===== src/rtl/core/rpi_pkg.sv =====
// shared types, constants and saturating fixed-point helpers for the
// ray / paraboloid intersection core; no dependencies
package rpi_pkg;

   localparam int DATA_W        = 32;
   localparam int DEN_W         = 33;
   localparam int FRAC_BITS_DEF = 16;
   localparam int QUEUE_DEPTH   = 4;
   localparam int CSR_IDX_W     = 3;

   localparam logic signed [DATA_W-1:0] Q_MAX = {1'b0, {(DATA_W-1){1'b1}}};
   localparam logic signed [DATA_W-1:0] Q_MIN = {1'b1, {(DATA_W-1){1'b0}}};

   localparam logic [CSR_IDX_W-1:0] REG_CENTER_X   = 3'd0;
   localparam logic [CSR_IDX_W-1:0] REG_CENTER_Y   = 3'd1;
   localparam logic [CSR_IDX_W-1:0] REG_CENTER_Z   = 3'd2;
   localparam logic [CSR_IDX_W-1:0] REG_SEMI_A     = 3'd3;
   localparam logic [CSR_IDX_W-1:0] REG_SEMI_B     = 3'd4;
   localparam logic [CSR_IDX_W-1:0] REG_SEMI_C     = 3'd5;
   localparam logic [CSR_IDX_W-1:0] REG_HYPERBOLIC = 3'd6;

   localparam logic [1:0] ST_TWO    = 2'd0;
   localparam logic [1:0] ST_LINEAR = 2'd1;
   localparam logic [1:0] ST_NONE   = 2'd2;
   localparam logic [1:0] ST_DEGEN  = 2'd3;

   typedef struct packed {
      logic signed [DATA_W-1:0] cx;
      logic signed [DATA_W-1:0] cy;
      logic signed [DATA_W-1:0] cz;
      logic [DATA_W-2:0]        sa;
      logic [DATA_W-2:0]        sb;
      logic [DATA_W-2:0]        sc;
      logic                     hyp;
   } cfg_type;

   typedef struct packed {
      logic signed [DATA_W-1:0] a;
      logic signed [DATA_W-1:0] b;
      logic signed [DATA_W-1:0] c;
      logic [1:0]               kind;
   } coef_type;

   function automatic logic signed [DATA_W-1:0] sat64(input logic signed [63:0] v);
      logic same;
      same = (&v[63:DATA_W-1]) || !(|v[63:DATA_W-1]);
      if (same) return v[DATA_W-1:0];
      return v[63] ? Q_MIN : Q_MAX;
   endfunction

   function automatic logic signed [DATA_W-1:0] sat_add(input logic signed [DATA_W-1:0] a,
                                                        input logic signed [DATA_W-1:0] b);
      logic signed [DATA_W:0] s;
      s = {a[DATA_W-1], a} + {b[DATA_W-1], b};
      if (s[DATA_W] == s[DATA_W-1]) return s[DATA_W-1:0];
      return s[DATA_W] ? Q_MIN : Q_MAX;
   endfunction

   function automatic logic signed [DATA_W-1:0] sat_sub(input logic signed [DATA_W-1:0] a,
                                                        input logic signed [DATA_W-1:0] b);
      logic signed [DATA_W:0] s;
      s = {a[DATA_W-1], a} - {b[DATA_W-1], b};
      if (s[DATA_W] == s[DATA_W-1]) return s[DATA_W-1:0];
      return s[DATA_W] ? Q_MIN : Q_MAX;
   endfunction

   function automatic logic signed [DATA_W-1:0] sat_neg(input logic signed [DATA_W-1:0] a);
      return sat_sub('0, a);
   endfunction

   function automatic logic signed [DATA_W-1:0] zsign(input logic hyp,
                                                      input logic signed [DATA_W-1:0] a);
      return hyp ? sat_neg(a) : a;
   endfunction

   // product shifted right with floor rounding, then saturated
   function automatic logic signed [DATA_W-1:0] qmul(input logic signed [DATA_W-1:0] a,
                                                     input logic signed [DATA_W-1:0] b,
                                                     input int frac);
      logic signed [63:0] p;
      p = a * b;
      return sat64(p >>> frac);
   endfunction

endpackage


===== src/rtl/core/rpi_queue.sv =====
// short coefficient queue between front and back end
// depends on rpi_pkg
module rpi_queue import rpi_pkg::*; #(
   parameter int DEPTH = QUEUE_DEPTH
) (
   input  logic     clock,
   input  logic     reset,
   input  logic     push_valid,
   input  coef_type push_data,
   output logic     full,
   output logic     pop_valid,
   output coef_type pop_data,
   input  logic     pop_ready
);
   localparam int PW = (DEPTH > 1) ? $clog2(DEPTH) : 1;

   coef_type mem_ff [DEPTH];
   logic [PW-1:0] wr_ptr_ff, rd_ptr_ff, wr_ptr_in, rd_ptr_in;
   logic [PW:0]   count_ff, count_in;
   logic          do_push, do_pop;

   assign full      = (count_ff == (PW+1)'(DEPTH));
   assign pop_valid = (count_ff != '0);
   assign pop_data  = mem_ff[rd_ptr_ff];
   assign do_push   = push_valid && !full;
   assign do_pop    = pop_valid && pop_ready;

   always_comb begin
      wr_ptr_in = wr_ptr_ff;
      rd_ptr_in = rd_ptr_ff;
      if (do_push) wr_ptr_in = (wr_ptr_ff == PW'(DEPTH-1)) ? '0 : wr_ptr_ff + 1'b1;
      if (do_pop)  rd_ptr_in = (rd_ptr_ff == PW'(DEPTH-1)) ? '0 : rd_ptr_ff + 1'b1;
      count_in = count_ff + (PW+1)'(do_push) - (PW+1)'(do_pop);
   end

   always_ff @(posedge clock) begin
      if (reset) begin
         wr_ptr_ff <= '0;
         rd_ptr_ff <= '0;
         count_ff  <= '0;
      end else begin
         wr_ptr_ff <= wr_ptr_in;
         rd_ptr_ff <= rd_ptr_in;
         count_ff  <= count_in;
      end
   end

   always_ff @(posedge clock) begin
      if (do_push) mem_ff[wr_ptr_ff] <= push_data;
   end

endmodule


===== config.mk =====
export PLATFORM = sky130hd
export DESIGN_NAME = rpi_queue
export DESIGN_NICKNAME = d
export VERILOG_FILES = /design/src/rtl/core/rpi_pkg.sv /design/src/rtl/core/rpi_queue.sv
export SDC_FILE = /design/constraint.sdc
export NUM_CORES = 1
export LEC_CHECK = 0
export BUFFER_PORTS_ARGS = -buffer_cell sky130_fd_sc_hd__buf_2
export CAP_MARGIN = 15
export CORE_MARGIN = 5
export CORE_UTILIZATION = 26
export CTS_CLUSTER_SIZE = 24
export DETAILED_ROUTE_END_ITERATION = 10
export PLACE_DENSITY_LB_ADDON = 0.05
export SLEW_MARGIN = 25
export SYNTH_ARGS = -nofsm -noshare
export SYNTH_HDL_FRONTEND = slang
export SYNTH_SLANG_ARGS = --single-unit

===== constraint.sdc =====
create_clock -name clock -period 5.9 [get_ports clock]
set_input_delay 0 -clock clock [delete_from_list [all_inputs] [get_ports clock]]
set_output_delay 0 -clock clock [all_outputs]
set_load 0.01 [all_outputs]

### Word level (Yosys, flattened, before mapping)

Memories as Yosys holds them, arrays and structs flattened. A register that Yosys moved wholly into a read port is not among the register bits.
Index checks and enable logic that the tools add are counted.

| cells by class | value |
|---|---|
| eq/ne operators | 3 |
| multiplexer cells | 6 |
| $add $sub $neg | 4 |
| reduce and logical (&&, ||, !) cells | 4 |

Operator list:

| cell | count |
|---|---|
| 2-bit 2-to-1 mux | 4 |
| 2-bit by 1-bit adder with 2-bit output, second input constant | 2 |
| 2-bit equality test, second input constant | 2 |
| 3-bit by 1-bit adder with 3-bit output | 1 |
| 3-bit equality test, second input constant | 1 |
| 3-bit nonzero test | 1 |
| 3-bit by 1-bit subtractor with 3-bit output | 1 |
| 1-bit logical AND | 2 |
| 1-bit 2-to-1 mux | 2 |
| 1-bit zero test | 1 |

| storage, ports and cells | value |
|---|---|
| memories kept | 1 |
| input bits | 102 |
| word-level logic and storage cells | 21 |
| RAM bits | 392 |
| output and inout port bits | 100 |
| register bits | 7 |

Memory list:

| memory | words | width | read ports | clocked after Yosys merged registers in | write ports | line | RTL |
|---|---|---|---|---|---|---|---|
| mem_ff | 4 | 98 | 1 | 1 | 1 | rpi_queue.sv:17 | `coef_type mem_ff [DEPTH];` |

### Longest topological paths before layout

Gate-level depths: netlist of the first run.

| logic depth | value |
|---|---|
| depth in word-level cells | 5 |
| gate-level depth with buffers | 12 |
| gate-level depth less buffers | 11 |

### Worst setup path before layout of the first run

OpenSTA, ideal clock, no wires.

| timing path | value |
|---|---|
| path kind | flip-flop to flip-flop |
| start point | reg count_ff[1] |
| end point | mem mem_ff[0][0] (netlist bit), enable pin |
| setup slack | 2470 ps |
| arrival time | 2962 ps |
| stages on the path, launching flop included | 4 |
| data required time | 5431 ps |
| cells stage by stage | dfxtp_1 or3b_1 buf_6 and3_1 |

| on the way | value |
|---|---|
| longest elaborated chain between the ends | 5 |

Ends and longest elaborated chain:

| what | line | RTL |
|---|---|---|
| start, declared | rpi_queue.sv:19 | `logic [PW:0] count_ff, count_in;` |
| start signal, assigned | rpi_queue.sv:44 | `count_ff <= count_in;` |
| 3-bit equality test | rpi_queue.sv:22 | `assign full = (count_ff == (PW+1)'(DEPTH));` |
| 1-bit zero test | rpi_queue.sv:25 | `assign do_push = push_valid && !full;` |
| 1-bit logical AND | rpi_queue.sv:25 |  |
| 1-bit 2-to-1 mux | rpi_queue.sv:49 | `if (do_push) mem_ff[wr_ptr_ff] <= push_data;` |
| 1-bit 2-to-1 mux (not written as such) | rpi_queue.sv:49 |  |
| end, declared | rpi_queue.sv:17 |  |

Every way passes these cells.

### Worst setup path after layout of the first run

| timing path | value |
|---|---|
| start point | reg count_ff[1] |
| end point | mem mem_ff[0][7] (netlist bit), enable pin |

Same word-level chain as after synthesis.

==> flow_summary.ini, run 1 <==
[logic_synthesis]
ys_seq_elements = 401
synth_area_leader_cell = edfxtp_1
synth_ff_type = edfxtp_1
yosysSeqAreaShare_pct = 81.8
synth_edf_count = 392
synth.most_common_cell = edfxtp_1
syn-mean-instance-area_um2 = 26.0
synthTopCellsByArea = edfxtp_1 81%, mux4_2 15%, dfxtp_1 1.2%, ha_1 0.60%, buf_2 0.38%
synth_cells = 563
post_synth_num_cell_types = 27
syn-num-nets = 673
synth_area_um2 = 14600
yosys_warnings = 0
synth_top_area_share_pct = 80.5
async_flop_share_pct = 0
synth_common_cells = 392 x edfxtp_1, 98 x mux4_2, 11 x buf_2

[sta]
finalSetupTns_ns = 0
skew_ns = 0.0237
fin_crit_ns = 2.83
fin_crit_sh_pct = 47.9
fmax_mhz = 354
slew_headroom_pct = 35.4
maxSlewViolCount = 0
rsz0062_at_grt = false
worstMarginPinSlew_ns = 0.969
hold_viol = 0
setup_viol = 0

[clock_tree]
clkLatencyLatePin_ns = 0.57
clkTransAtPathRegs_ns = 0.06
ctsResizeCount = 0
clock_path_buffers = 3
cts_buffers = 46
cts_max_level = 2
root_buffer = clkbuf_16
cts_sinks = 401
tritoncts = yes

[cells_and_area]
area_delta_synth_final_pct = 29.8
register_area_um2 = 12000
multi_input_area_um2 = 2490
drive_above_1_share_pct = 40.2
fill_cells = 5325
final_nets = 1010
design_area_um2 = 19000

[worst_setup_path]
crit_path_start_kind = flop
crit_chain = or3b_1 > and3_4 > buf_4
critPathMaxStageDelay_ns = 0.88
path_class = reg -> reg
crit_cells = 3
cp_top_family = simple AND/OR/NAND/NOR gates
r2r_cells = 3
critPathBufInv = 1
path_max_fanout = 55
end_kind = flop
cp_slowest_cell = and3_4
crit_required_ns = 6.08
cp.arrival_ns = 3.00

[placement]
gp_congestion = 0.642
dpl-instance-area_um2 = 16600
dpl.hpwl_um = 21100
place.port_buffers = 201

[global_routing]
grt_pass1_vias = 8029
grt_pass1_wl_um = 52400
met3_usage_pct = 3.63
antenna_found_initial = 4
busiest_layer = met2
grt_max_degree = 66
met2_usage_pct = 19.6
grt-ovfl-total = 0
use_met1_pct = 14.2
grtUsageTotal_pct = 11.5

[die]
die_w_um = 247
initial_core_util_pct = 26.1
coreArea_um2 = 56100
io_pins = 202
rows = 87
die_h_um = 247
die_area_um2 = 61000

[route]
drt_wl_total_um = 35000
routedWlPerCell_um = 20.7
routed_via_density = 4.13
drtIter0Drc = 298
ant_nets = 0
vias = 6981
first_pass_iters = 6
drc_errors = 0

[pwr]
p_int_mw = 5.75
p_sw_mw = 2.10
clkPwrFrac_pct = 32.9
p_comb_share_pct = 21.0
swShare_pct = 26.8
ir_worst_vdd_uv = 227
pwr-share-seq_pct = 46.1
leakage_nw = 6.31
power.density_nw_per_um2 = 414

[status]
outcome = completed

[min_path]
min_path_cells = 2
hold_path.class = in -> reg

[job]
drv_cap = 0
==> final cells by class <==
type	count	share of cell area [%]
timing repair buffer	313	11.5
inverter	7	0.138
tap	756	4.99
clock inverter	23	0.699
sequential	401	63.0
antenna	1	0.0132
multi-input combinational	131	13.1
clock buffer	60	6.46
==> worst register-to-register path: stages (launching register included) <==
cell	delay, ns
dfxtp_1	0.42
or3b_1	0.33
and3_4	0.88
buf_4	0.78
==> stage by stage <==
| step | instances | util, % | worst slack, ns | total power [mW] | hold slack [ns] |
|---|---|---|---|---|---|
| after floorplan | 563 | - | 2.47 | 4.65 | 0.0989 |
| after global placement | 1502 | 29.4 | 3.04 | 5.33 | 0.211 |
| after detailed placement | 1507 | 29.6 | 2.97 | 5.38 | 0.218 |
| after CTS | 1691 | 33.8 | 2.88 | 8.08 | 0.144 |
| after global routing | 1692 | 33.8 | 2.79 | 8.30 | 0.164 |
| final | 1692 | 33.8 | 3.07 | 7.86 | 0.192 |
==> worst paths after layout <==
kind                                     from       endpoint  slack [ns]
worst min register to register   rd_ptr_ff[0]           flop        0.49
worst min-delay path            push_data[64]  mem_ff[2][64]        0.19
worst max register to register    count_ff[1]   mem_ff[0][7]        3.07
worst max-delay path              count_ff[1]   mem_ff[0][7]        3.07
==> cell families (layout without fill, tap and decap cells) <==
logic type / after synthesis / count (layout) / synth area share [%]
flops: 401 / 401 / 81.8
mux: 99 / 99 / 15.2
buf+inv: 31 / 403 / 1.29
simple gates: 18 / 18 / 0.702
fa+ha+maj: 8 / 8 / 0.736
compound gates: 5 / 5 / 0.257
xor+xnor: 1 / 1 / 0.0599
other cells: 0 / 1 / 0
==> layout by cell type (no fill, tap or decap), drive strengths merged, types with 2 or more instances in the layout <==
cell type    count
nor3             2
inv              8
edfxtp         392
dfxtp            9
o31ai            2
and2             2
dlygate4sd3    101
clkinv          21
clkbuf          60
and3             4
ha               7
or3              2
a21oi            2
nor2             3
buf            212
nand3            2
mux4            98
==> sequential cells by signal (all words and copies together) (netlist names), named ones only <==
| register | count |
|---|---|
| rd_ptr_ff | 2 |
| mem_ff | 392 |
| count_ff | 3 |
| wr_ptr_ff | 2 |
==> per-layer routing <==
layer	share of wire (%)	wire length, um	up-vias
li1	-	-	3099
met1	41	14400	3661
met2	50	17600	156
met3	6.3	2190	59
met4	2.1	738	6
met5	0.097	34	-
==> what timing repair did <==
item / CTS / global route
hold endpoints to repair: 401 / 0
hold buffers: 101 / 0
buffers inserted: 0 / 0
==> power groups by stage <==
stage | Combinational [mW] | Sequential [mW] | Clock, mW
floorplan | 1.04 | 3.62 | 0
global placement | 1.63 | 3.70 | 0
detailed placement | 1.68 | 3.70 | 0
CTS | 1.74 | 3.64 | 2.70
global route | 1.82 | 3.67 | 2.82
finish | 1.65 | 3.62 | 2.58
(Power assumes the default switching activity.)
==> run 2: changes to the inputs <==
Clock period 5.9 ns to 2.5 ns, I/O delays scaled along.
==> run 2 against run 1 <==
Against the previous run: non-clock buffer count grew 14; first-iteration DRC count shrank 13%; maximum frequency up 18%; register-to-register slack worse by 3.0 ns; sequential share of layout area down 1.3 points; critical endpoint is now count_ff[2]; largest cell class unchanged; highest routed layer unchanged.
==> flow_summary.ini, run 2 (synthesis gave the netlist of run 1 again) <==
[sta]
fin_crit_ns = 2.39
maxSlewViolCount = 0
skew_ns = 0.00890
setup_viol = 0
hold_viol = 0
worstMarginPinSlew_ns = 0.549
slew_headroom_pct = 63.4
fmax_mhz = 418
layout_setup_ws_ns = 0.106
fin_crit_sh_pct = 95.8
timing.hold.ws_ns = 0.194
rsz0062_at_grt = false
finalSetupTns_ns = 0

[cells_and_area]
drive_above_1_share_pct = 42.5
final_cell_mix = 392 x edfxtp_1, 201 x buf_2, 101 x dlygate4sd3_1, 98 x mux4_2, 49 x clkbuf_16
final_nets = 1025
mostFrequentLayoutCell = edfxtp_1
n_antenna_cell = 0
top_regs = mem_ff (392), count_ff (3)
largest_reg_flops = 392
final_core_util_pct = 34.6
final_cells = 1709
design_area_um2 = 19400
regMostFlops = mem_ff
area_delta_synth_final_pct = 32.6

[worst_setup_path]
cp.arrival_ns = 2.87
path_class = reg -> reg
r2r_cells = 11
end_kind = flop
path_max_fanout = 4
crit_path_start_kind = flop
crit_required_ns = 2.97

[min_path]
min_path_cells = 2
hold_path.class = in -> reg

[die]
initial_core_util_pct = 26.1
die_w_um = 247
io_pins = 202
die_h_um = 247
coreArea_um2 = 56100
die_area_um2 = 61000
rows = 87

[placement]
numPlacedInstances = 1521
dpl.hpwl_um = 21200
dp_slack_ns = 0.0908
gp_congestion = 0.714
dpl-instance-area_um2 = 16800
place.port_buffers = 201

[clock_tree]
postCtsSetupBuffers = 0
cts_max_level = 2
clock_path_buffers = 3
cts_sinks = 401
clkTransAtPathRegs_ns = 0.06
tritoncts = yes
clkLatencyLatePin_ns = 0.56
root_buffer = clkbuf_16
cts_buffers = 47

[pwr]
pwr-share-seq_pct = 43.9
p_total_mw = 19.3
swShare_pct = 26.2
ir_worst_vdd_uv = 441
p_comb_share_pct = 21.8
power.density_nw_per_um2 = 994
clkPwrFrac_pct = 34.3
p_int_mw = 14.2
leakage_nw = 6.48
p_sw_mw = 5.05

[route]
drc_errors = 0
first_pass_iters = 4
drt_wl_total_um = 34300
drtIter0Drc = 260
ant_nets = 0
routed_via_density = 4.15
vias = 7099
routedWlPerCell_um = 20.1

[global_routing]
grtUsageTotal_pct = 11.3
grt_pass1_wl_um = 51400
grt_max_degree = 56
grt_pass1_vias = 8118
antenna_found_initial = 2
grt-ovfl-total = 0

[job]
drv_cap = 0

[status]
outcome = completed
## run 2: cell types whose count changed in the layout (fill, tap and decap cells not counted), moves of 3 or more
cell,change
buf_12,+14
clkbuf_1,-8
clkinvlp_4,+4
bufinv_16,+3
## run 2: final timing paths
kind | from | end | slack [ns]
setup / recovery | count_ff[2] | count_ff[2] | 0.11
hold / removal | push_data[26] | mem_ff[2][26] | 0.19
setup reg to reg | count_ff[2] | count_ff[2] | 0.11
hold reg to reg | rd_ptr_ff[0] | flop | 0.49
## run 2: power groups by stage
stage / Clock (mW) / Combinational (mW) / Sequential [mW]
after CTS: 6.88 / 4.38 / 8.49
after global routing: 7.20 / 4.57 / 8.55
after global placement: 0 / 4.19 / 8.57
after detailed placement: 0 / 4.23 / 8.62
final: 6.61 / 4.19 / 8.47
after floorplan: 0 / 2.45 / 8.49
## run 2: routing by layer
metal	up-vias	wire length (um)	GRT usage, %	part of all wire [%]
met5	-	13	0	0.038
met3	51	2150	3.61	6.3
met2	167	17700	19.6	52
met1	3742	13800	13.6	40
met4	2	606	3.04	1.8
li1	3137	-	-	-
## run 2: cell type report
type / instances / area [um2]
clock inverters: 33 / 270
multi-input cells: 131 / 2510
fillers: 5325 / 36700
repair buffers: 327 / 2430
well taps: 756 / 946
clock buffers: 54 / 1240
flip-flops and latches: 401 / 12000
inverters: 7 / 26.3
## run 2: timing repair
item,4_1_cts,5_1_grt
hold buffers,101,0
endpoints found under the hold margin,411,0
setup endpoints to repair,0,1
resized for setup,0,4
## run 2: critical path, cell delays in order (launching register included)
cell     delay, ns
dfxtp_2       0.37
or3b_1        0.38
and2_4        0.18
inv_1         0.05
ha_1          0.22
inv_1         0.06
ha_1          0.13
inv_1         0.06
fa_1          0.42
xor2_2        0.17
and2_1        0.17
nor3_2        0.11
==> run 3: changes to the inputs <==
Settings changed: CAP_MARGIN 15 to not set, CORE_UTILIZATION 26 to 40.
==> run 3 against run 2 <==
Against the previous run: sequential cell count stayed put; sequential share of layout area grew 1.7 points; worst setup slack lost 0.0098 ns; critical path type unchanged; largest power group unchanged.
==> flow_summary.ini, run 3 (synthesis gave the netlist of run 1 again) <==
[worst_setup_path]
crit_required_ns = 2.96
path_class = reg -> reg
r2r_cells = 11
crit_path_start_kind = flop
r2r_start = count_ff[1]
path_max_fanout = 6
r2r_slack_ns = 0.1
worstReg2RegEnd = count_ff[2]
cp.arrival_ns = 2.86
end_kind = flop

[route]
ant_nets = 0
vias = 6940
drtIter0Drc = 263
routed_via_density = 4.93
drt_wl_total_um = 30500
drc_errors = 0
routedWlPerCell_um = 21.6
first_pass_iters = 4

[sta]
layout_setup_ws_ns = 0.0964
maxSlewViolCount = 0
fmax_mhz = 416
fin_crit_ns = 2.40
slew_headroom_pct = 62.0
hold_viol = 0
finalSetupTns_ns = 0
rsz0062_at_grt = false
worstMarginPinSlew_ns = 0.569
fin_crit_sh_pct = 96.1
skew_ns = 0.0145
setup_viol = 0

[pwr]
ir_worst_vdd_uv = 626
p_total_mw = 18.9
leakage_nw = 6.42
power.density_nw_per_um2 = 1000

[cells_and_area]
top_regs = mem_ff (392), count_ff (3)
final_core_util_pct = 51.9
final_cell_mix = 392 x edfxtp_1, 201 x buf_2, 101 x dlygate4sd3_1, 98 x mux4_2, 45 x clkbuf_16
final_nets = 1018
fill_cells = 2880
mostFrequentLayoutCell = edfxtp_1
drive_above_1_share_pct = 41.3
largest_reg_flops = 392
area_delta_synth_final_pct = 29.1
regMostFlops = mem_ff
n_antenna_cell = 0

[clock_tree]
root_buffer = clkbuf_16
clkTransAtPathRegs_ns = 0.06
cts_buffers = 44
clkLatencyLatePin_ns = 0.53
cts_max_level = 2
clock_path_buffers = 3
cts_sinks = 401
tritoncts = yes
postCtsSetupBuffers = 0
ctsResizeCount = 0
cts_hold_buf = 101

[die]
initial_core_util_pct = 40.2
die_area_um2 = 40500
coreArea_um2 = 36300
die_w_um = 201
rows = 70
die_h_um = 201
io_pins = 202

[min_path]
min-delay-start = push_data[65]
whs_endpoint = mem_ff[1][65]
hold_path.class = in -> reg
min_path_cells = 2

[global_routing]
grt_max_degree = 54
antenna_found_initial = 1
grt-ovfl-total = 0
grtUsageTotal_pct = 15.2
grt_pass1_wl_um = 47500
grt_pass1_vias = 8024

[placement]
place.port_buffers = 201
gp_congestion = 0.683
dpl.hpwl_um = 18300
dp_slack_ns = 0.106

[status]
outcome = completed

[job]
drv_cap = 0
## run 3: changes by cell type in the layout (fill, tap and decap cells not counted), sizes merged
cell	before	now
clkinvlp	4	2
buf	226	222
clkbuf	54	53
inv	8	7
bufinv	4	7
clkinv	24	17
## run 3: metal layers
layer	part of all wire (%)	wire, um	vias up	GRT usage (%)
li1	-	-	3114	-
met1	42	12900	3617	19.9
met2	51	15500	162	25.9
met3	5.0	1530	45	3.67
met4	1.8	543	2	3.93
met5	0.023	7	-	0
## run 3: stage by stage
stage / std cells / hold WS, ns / instance area (um2)
6_report: 1409 / 0.224 / 18900
5_1_grt: 1409 / 0.216 / 18900
4_1_cts: 1409 / 0.182 / 18900
3_5_place_dp: 1229 / 0.218 / 16400
3_3_place_gp: 1229 / 0.209 / 16400
2_1_floorplan: 563 / 0.0989 / 14600
## run 3: worst max path at each step
stage / start / endpoint / slack, ns
2_1_floorplan: count_ff[1] / count_ff[2] / 0.15
3_3_place_gp: count_ff[1] / count_ff[2] / 0.20
3_5_place_dp: count_ff[1] / count_ff[2] / 0.11
4_1_cts: count_ff[1] / count_ff[2] / 0.08
5_1_grt: count_ff[1] / count_ff[2] / 0.004
6_report: count_ff[1] / count_ff[2] / 0.1
## run 3: power breakdown
part           switching, mW  internal, mW
clock network           2.44          4.00
logic                   2.04          1.95
registers              0.263          8.22
total                   4.74          14.2
## run 3: final cells by class
cell class	instances	area, um2	area share (%)
sequential	401	12000	63.4
timing repair buffer	323	2350	12.5
inverter	7	26.3	0.139
tap	468	586	3.10
multi-input combinational	131	2490	13.2
clock buffer	53	1160	6.13
clock inverter	26	298	1.58
## run 3: worst max-delay path, cell delays in order, from the launching register on
cell	delay (ns)
dfxtp_1	0.37
or3b_1	0.41
and2_4	0.17
inv_1	0.05
ha_1	0.22
inv_1	0.07
ha_1	0.15
inv_1	0.05
fa_1	0.39
xor2_1	0.17
and2_1	0.17
nor3_1	0.12
